<file path="config.mk">
export PLATFORM = sky130hd
export DESIGN_NAME = msort_ctrl
export DESIGN_NICKNAME = d
export VERILOG_FILES = /design/src/sv/msort_pkg.sv /design/src/sv/msort_ctrl.sv
export SDC_FILE = /design/constraint.sdc
export NUM_CORES = 1
export LEC_CHECK = 0
export BUFFER_PORTS_ARGS = -buffer_cell sky130_fd_sc_hd__buf_2
export CAP_MARGIN = 20
export CORE_AREA = 2 2 39 41
export DETAILED_ROUTE_END_ITERATION = 7
export DIE_AREA = 0 0 41 43
export HOLD_SLACK_MARGIN = 0.12
export PLACE_DENSITY = 0.34
export SLEW_MARGIN = 20
export SYNTH_ARGS = -nofsm -noshare
export SYNTH_HDL_FRONTEND = slang
export SYNTH_SLANG_ARGS = --single-unit
</file>
<file path="constraint.sdc">
create_clock -name clk_i -period 2.63 [get_ports clk_i]
set_input_delay 0 -clock clk_i [delete_from_list [all_inputs] [get_ports clk_i]]
set_output_delay 0 -clock clk_i [all_outputs]
set_load 0.005 [all_outputs]
</file>
<file path="src/sv/msort_pkg.sv">
// Package for the merge sorter: shared constants, controller states and the
// command and status structs that join the controller to the datapath.
// Depends on nothing; the controller, the datapath and the top level import it.
package msort_pkg;

  // Default capacity of the element store and width of one element.
  localparam int unsigned MaxItemsDef = 64;
  localparam int unsigned DataW       = 32;

  // Controller states.
  typedef enum logic [2:0] {
    StIdle,
    StSetup,
    StRead,
    StWrite,
    StEmit
  } msort_state_e;

  // Commands from the controller to the datapath.
  typedef struct packed {
    logic load;   // store the accepted request, or flag it as dropped
    logic init;   // prepare the first merge pass
    logic step;   // place one element of the current merge
    logic emit;   // read out one sorted element
  } msort_cmd_t;

  // Status from the datapath to the controller.
  typedef struct packed {
    logic single;     // only one element is held, no pass is needed
    logic sort_done;  // this step places the final element of the final pass
    logic emit_last;  // this read-out is the final element
  } msort_sts_t;

endpackage

</file>
<file path="src/sv/msort_ctrl.sv">
// Controller state machine of the merge sorter: loads, merge passes, read-out.
// Depends on msort_pkg; drives the datapath in msort_dp by command structs.
module msort_ctrl (
  input  logic                 clk_i,
  input  logic                 rst_ni,
  input  logic                 start_i,
  input  logic                 last_i,
  input  msort_pkg::msort_sts_t sts_i,
  output msort_pkg::msort_cmd_t cmd_o,
  output logic                 busy_o
);
  import msort_pkg::*;

  msort_state_e state_q, state_d;

  // State register.
  always_ff @(posedge clk_i or negedge rst_ni) begin
    if (!rst_ni) begin
      state_q <= StIdle;
    end else begin
      state_q <= state_d;
    end
  end

  // Next state and commands.
  always_comb begin
    state_d = state_q;
    cmd_o   = '0;
    busy_o  = 1'b1;
    unique case (state_q)
      StIdle: begin
        busy_o = 1'b0;
        if (start_i) begin
          cmd_o.load = 1'b1;
          if (last_i) begin
            state_d = StSetup;
          end
        end
      end
      StSetup: begin
        cmd_o.init = 1'b1;
        state_d    = sts_i.single ? StEmit : StRead;
      end
      StRead: begin
        // The datapath fetches both run heads in this cycle.
        state_d = StWrite;
      end
      StWrite: begin
        cmd_o.step = 1'b1;
        state_d    = sts_i.sort_done ? StEmit : StRead;
      end
      StEmit: begin
        cmd_o.emit = 1'b1;
        if (sts_i.emit_last) begin
          state_d = StIdle;
        end
      end
      default: begin
        state_d = StIdle;
      end
    endcase
  end

endmodule

</file>
Word level (Yosys, flattened, before mapping). Index checks and enable logic that the tools add are counted.

Flip-flop bits (word level): 3. Bits in latches: 0. RAM bits: 0. ROM bits: 0. Input port bits: 7. Output and inout port bits: 5. Word-level logic and storage cells: 22. Memories: 0.

Add/subtract/negate cells: 0. Multipliers: 0. Divide/modulo/power cells: 0. $lt $le $gt $ge: 0. Eq/ne operators: 7. Shifts and indexed selects: 0. Muxes and demuxes: 12. Bitwise logic cells: 0. Reduce and logical (&&, ||, !) cells: 2.

Operators with widths (number): 3-bit two-way mux (5); 3-bit case mux with 5 select lines (1); 3-bit by 2-bit equality test with 1-bit output (second input constant) (2); 1-bit two-way mux (6); 2-bit != test (second input constant) (3); 3-bit by 1-bit equality test with 1-bit output (second input constant) (1); 3-bit equality test (second input constant) (1); 3-bit logical NOT (1); 3-bit AND reduction (1).

Longest topological paths before layout. Gate-level depths: netlist (run 1).

Depth in word-level cells: 3. Depth in mapped cells: 3. Depth with buffers taken out: 2.

Worst setup path after synthesis (run 1). Ideal clock, no wire load.

Path type: flip-flop to flip-flop. Start: register state_q[1]. End: register state_q[2]. Setup time: 0.122 ns. Arrival time: 0.998 ns. Data required time: 2.508 ns. Path slack: 1.511 ns. Stages on the path, launching flop included: 4. Path buffers: 1. Period minus slack after synthesis: 1.119 ns. Cell sequence: dfrtp_1 -> buf_6 -> mux2_4 -> a32o_1.

Longest elaborated chain between the ends: 3. Elaborated cells between the ends (all ways): 10. Classes of those cells: eq/ne: 7; mux: 1; reduce/logical: 2.

Ends and longest elaborated chain: from (decl) (RTL line msort_ctrl.sv:14) `msort_state_e state_q, state_d;`; from (signal assigned) (RTL line msort_ctrl.sv:19) `state_q <= StIdle;`; from (signal assigned) (RTL line msort_ctrl.sv:21) `state_q <= state_d;`; 3-bit equality test or 3-bit logical NOT (tied branches) (RTL line msort_ctrl.sv:30) `unique case (state_q)`; 2-bit != test (no source line); 3-bit AND reduction (no source line).

Several ways; a longest one is shown, not always the timed one. A chain may end at the register's enable or synchronous reset.

Final worst setup path (run 1).
Start: register state_q[1]. End: register state_q[0].

The elaborated chain is that of the path after synthesis.

==> flow_summary.json, run 1 <==
{
  "cts_root_buf": "clkbuf_4",
  "cts_resized": 0,
  "dr.pass1.iters": 2,
  "maxCapViolCount": 0,
  "grt_pass1_vias": 194,
  "clk_latency_ps": 230,
  "max_stage_delay_ps": 560,
  "grt_start_max_net_pins": 9,
  "final_cell_mix": "11 x buf_2, 6 x dlygate4sd3_1, 3 x inv_1, 3 x clkbuf_4, 3 x dfrtp_1",
  "reg2reg_from": "state_q[1]",
  "gr-usage-met1_pct": 7.14,
  "power_uw": 310,
  "syn_inst": 19,
  "largest_reg_flops": 3,
  "drc": 0,
  "setup_tns_ps": 0,
  "drv_slew": 0,
  "crit_family": "buffers and inverters",
  "whs_ps": 129,
  "dpl.cell_count": 45,
  "yosysSeqAreaShare_pct": 40.5,
  "htree_levels": 1,
  "finalSetupViolations": 0,
  "crit_buf_inv": 1,
  "rsz0062_at_grt": "false",
  "postCtsSetupBuffers": 0,
  "leakagePower_nw": 0.177,
  "ys_types": 14,
  "status": "finished, final reports clean",
  "yosys_register_bits": 3,
  "drt-wirelength-per-cell_um": 8.45,
  "largest_register": "state_q",
  "critical_path_required_ps": 2770,
  "worst_clock_skew_ps": 2.39,
  "vias_per_cell": 3.80,
  "relSlewSlack_pct": 83.1,
  "timing.final.crit_share_pct": 51.0,
  "reg2regPathDepth": 3,
  "crit_path_start_kind": "flip-flop",
  "hold_depth": 3,
  "hold_buffers": 6,
  "finalHoldViolations": 0,
  "postSynthAreaPerCell_um2": 9.75,
  "min_from": "sts_i[2]",
  "min_path_type": "input port to flip-flop",
  "layoutNonFillerInstCount": 55,
  "r2r-end": "state_q[0]",
  "cts_buffers": 3,
  "vias": 209,
  "finalCriticalPeriod_ps": 1340,
  "fin_area_um2": 335,
  "busiest_layer": "met2",
  "antenna_found_initial": 0,
  "critPathMaxFanout": 8,
  "synth_nets": 26,
  "postRouteAntennaNets": 0,
  "placementRows": 14,
  "globalRouteTotalUtil_pct": 6.65,
  "dieArea_mm2": 0.00176,
  "place_area_um2": 249,
  "hpwlAfterDp_um": 339,
  "rrSetupSlack_ps": 1290,
  "initial_core_util_pct": 13.4,
  "drive_gt1_share_pct": 38.5,
  "first_iter_violations": 2,
  "top_regs": "state_q x3",
  "cp_slowest_cell": "dlygate4sd3_1",
  "yosys_warnings": 0,
  "grt_pass1_wl_um": 731,
  "cts_tree": "done",
  "synthToLayoutAreaGrowth_pct": 81.1,
  "antenna_cells": 0,
  "fp.dieH_um": 43,
  "syn_area_um2": 185,
  "max_freq_mhz": 745,
  "worstHoldEndpoint": "state_q[1]",
  "overflow": 0,
  "ios": 12,
  "arrival_ps": 1480,
  "die_w_um": 41,
  "final_common_cell": "buf_2",
  "peakVddDrop_mv": 0.394,
  "nets": 47,
  "port_buffers": 11,
  "globalplace.congestion": 0.616,
  "clock_path_buffers": 2,
  "path_clk_slew_ps": 30,
  "grtUsageMet3_pct": 4.71,
  "crit_chain": "a21oi_1 -> dlygate4sd3_1 -> nor3_1",
  "max_slew.worst_pin.slew_ps": 252,
  "wirelength_um": 465,
  "grt.met2_usage_pct": 8.13,
  "coreArea_mm2": 0.00138,
  "power_density_mw_per_mm2": 923,
  "critPathKind": "flip-flop to flip-flop",
  "cts.sinks": 3,
  "cp-end-kind": "flip-flop"
}
==> how the worst max path moves through the flow <==
| stage | from | endpoint | slack, ps | depth (start not counted) |
|---|---|---|---|---|
| finish | state_q[1] | state_q[0] | 1290 | 3 |
| global route | state_q[1] | state_q[0] | 1190 | 3 |
| CTS | state_q[1] | state_q[0] | 1270 | 3 |
| detailed placement | state_q[1] | state_q[2] | 1470 | 2 |
| global placement | state_q[1] | state_q[2] | 1500 | 2 |
| floorplan | state_q[1] | state_q[2] | 1510 | 3 |
==> cell usage after synthesis, drive strengths merged <==
cell type | n | area [um^2]
dfrtp | 3 | 75.1
inv | 3 | 11.3
nor3b | 2 | 15.0
a21oi | 1 | 5.00
a32o | 1 | 10.0
and3 | 1 | 6.26
buf | 1 | 11.3
mux2 | 1 | 15.0
nand3 | 1 | 5.00
nor2 | 1 | 3.75
nor2b | 1 | 6.26
nor3 | 1 | 5.00
o211a | 1 | 10.0
or3 | 1 | 6.26
==> metrics by stage <==
stage | worst slack, ps | util, %
final | 1290 | 24.2
after global routing | 1190 | 24.2
after CTS | 1270 | 24.2
after detailed placement | 1470 | 18.0
after global placement | 1500 | 18.0
after floorplan | 1510 | -
==> where the power goes <==
part / internal (mW) / total (mW) / switching, mW
Combinational: 0.0806 / 0.126 / 0.0451
Sequential: 0.0677 / 0.103 / 0.0356
Clock: 0.0568 / 0.0806 / 0.0237
Total: 0.205 / 0.310 / 0.104
==> layout make-up <==
| cell class | count | area, um^2 |
|---|---|---|
| timing repair buffer | 17 | 115 |
| inverter | 3 | 11.3 |
| tap | 16 | 20.0 |
| clock buffer | 4 | 26.3 |
| fill | 153 | 1050 |
| multi-input combinational | 12 | 87.6 |
| sequential | 3 | 75.1 |
==> cell families (layout without fill, tap and decap cells) <==
family | after synthesis | in the layout | synth area share [%]
buf+inv | 4 | 24 | 12.2
simple gates | 8 | 8 | 25.7
mux | 1 | 1 | 8.11
flops | 3 | 3 | 40.5
compound gates | 3 | 3 | 13.5
==> worst register-to-register path, stage by stage, from the launching register on <==
cell,delay [ps]
dfrtp_1,470
a21oi_1,60
dlygate4sd3_1,560
nor3_1,160
==> per-layer routing <==
layer  part of all wire, %  up-vias
met3                    10        0
met2                    46        8
li1                      -      106
met5                     0        -
met1                    44       95
met4                     0        0
Note: power is estimated with default switching activity, not from simulation.
==> run 2, diff against run 1 <==
==> constraint.sdc (replaced) <==
create_clock -name clk_i -period 1.3 [get_ports clk_i]
set_input_delay 0 -clock clk_i [delete_from_list [all_inputs] [get_ports clk_i]]
set_output_delay 0 -clock clk_i [all_outputs]
set_load 0.005 [all_outputs]
==> run 2 against run 1 <==
Total power is 120% higher. Clock power up 97%. Global-route usage increased by 0.60 points. Cell area is 1.1% higher. Clock skew is 0.91 ps lower.
==> flow_summary.json, run 2 (synthesis gave the netlist of run 1 again) <==
{
  "drt-wirelength-per-cell_um": 9.44,
  "cts_buffers": 3,
  "place_area_um2": 249,
  "top_regs": "state_q x3",
  "power_uw": 680,
  "status": "finished, final reports clean",
  "crit_chain": "buf_4 -> mux2_4 -> a32o_1",
  "port_buffers": 11,
  "antenna_found_initial": 0,
  "nets": 47,
  "overflow": 0,
  "critPathKind": "flip-flop to flip-flop",
  "die_w_um": 41,
  "critical_path_required_ps": 1410,
  "arrival_ps": 1360,
  "finalCriticalPeriod_ps": 1250,
  "vias_per_cell": 3.85,
  "final_common_cell": "buf_2",
  "startpoint": "state_q[1]",
  "drc": 0,
  "power_density_mw_per_mm2": 2010,
  "final_cell_mix": "11 x buf_2, 4 x dlygate4sd3_1, 3 x inv_1, 3 x clkbuf_4",
  "critPathMaxFanout": 7,
  "worst_clock_skew_ps": 1.47,
  "max_slew.worst_pin.slew_ps": 293,
  "path_clk_slew_ps": 40,
  "max_freq_mhz": 802,
  "setup_tns_ps": 0,
  "grt_pass1_wl_um": 800,
  "largest_reg_flops": 3,
  "peakVddDrop_mv": 0.773,
  "fin_area_um2": 339,
  "globalRouteTotalUtil_pct": 7.25,
  "placementRows": 14,
  "hpwlAfterDp_um": 337,
  "cts.sinks": 3,
  "finalSetupViolations": 0,
  "drv_slew": 0,
  "vias": 212,
  "postRouteAntennaNets": 0,
  "maxCapViolCount": 0,
  "antenna_cells": 0,
  "synthToLayoutAreaGrowth_pct": 83.1,
  "drive_gt1_share_pct": 51.3,
  "wirelength_um": 519,
  "dr.pass1.iters": 3,
  "htree_levels": 1,
  "globalplace.congestion": 0.612,
  "clk_latency_ps": 230,
  "max_stage_delay_ps": 440,
  "layoutNonFillerInstCount": 55,
  "crit_path_start_kind": "flip-flop",
  "cp_slowest_cell": "dfrtp_2",
  "grt_start_max_net_pins": 9,
  "leakagePower_nw": 0.178,
  "dpl.cell_count": 45,
  "fp.dieH_um": 43,
  "dieArea_mm2": 0.00176,
  "crit_buf_inv": 1,
  "cts_root_buf": "clkbuf_4",
  "cts_tree": "done",
  "min_from": "start_i",
  "largest_register": "state_q",
  "finalHoldViolations": 0,
  "crit_family": "flip-flops",
  "grt_pass1_vias": 209,
  "coreArea_mm2": 0.00138,
  "min_path_type": "input port to flip-flop",
  "timing.final.crit_share_pct": 95.9,
  "rsz0062_at_grt": "false",
  "initial_core_util_pct": 13.4,
  "clock_path_buffers": 2,
  "reg2reg_from": "state_q[1]",
  "ios": 12,
  "relSlewSlack_pct": 80.5,
  "first_iter_violations": 2,
  "cp-end-kind": "flip-flop"
}
run 2: area by class of cell:
class                   instances  area (um^2)
multi-input cells              12         95.1
clock buffers                   4         26.3
well taps                      16         20.0
repair buffers                 17          110
flip-flops and latches          3         76.3
fillers                       161         1040
inverters                       3         11.3
run 2: metal layers:
metal | global-route usage (%) | up-vias | routed length, um | share of wire (%)
li1 | - | 107 | - | -
met1 | 7.79 | 99 | 233 | 45
met2 | 9.69 | 6 | 253 | 49
met3 | 4.71 | 0 | 32 | 6.2
met4 | 5.33 | 0 | 0 | 0
met5 | 0 | - | 0 | 0
run 2: power breakdown:
| group | switching (mW) | total, mW | internal (mW) |
|---|---|---|---|
| logic | 0.116 | 0.315 | 0.199 |
| registers | 0.0661 | 0.206 | 0.140 |
| clock network | 0.0442 | 0.159 | 0.115 |
| total | 0.226 | 0.680 | 0.454 |
run 2: final timing paths:
path,to,slack (ps),cells past startpoint
setup / recovery,state_q[2],50,3
hold / removal,state_q[0],120,3
setup reg to reg,state_q[2],50,3
hold reg to reg,state_q[0],580,1
max in group asynchronous,state_q[1],480,3
min in group asynchronous,state_q[2],650,3
run 2: what timing repair did:
item | in CTS | in global routing
endpoints found under the hold margin | 5 | 0
gates resized for setup | 0 | 3
setup buffers | 0 | 2
setup endpoints to repair | 0 | 1
hold buffers | 4 | 0
run 2: metrics by stage:
step	util [%]	hold slack, ps	worst slack (ps)
2_1_floorplan	-	-296	181
3_3_place_gp	18.0	-199	168
3_5_place_dp	18.0	-199	133
4_1_cts	22.8	121	18.3
5_1_grt	24.5	142	5.45
6_report	24.5	118	52.9
run 2: worst min-delay path, stage by stage:
cell	delay, ps
buf_2	100
a21oi_1	130
nor3_1	60
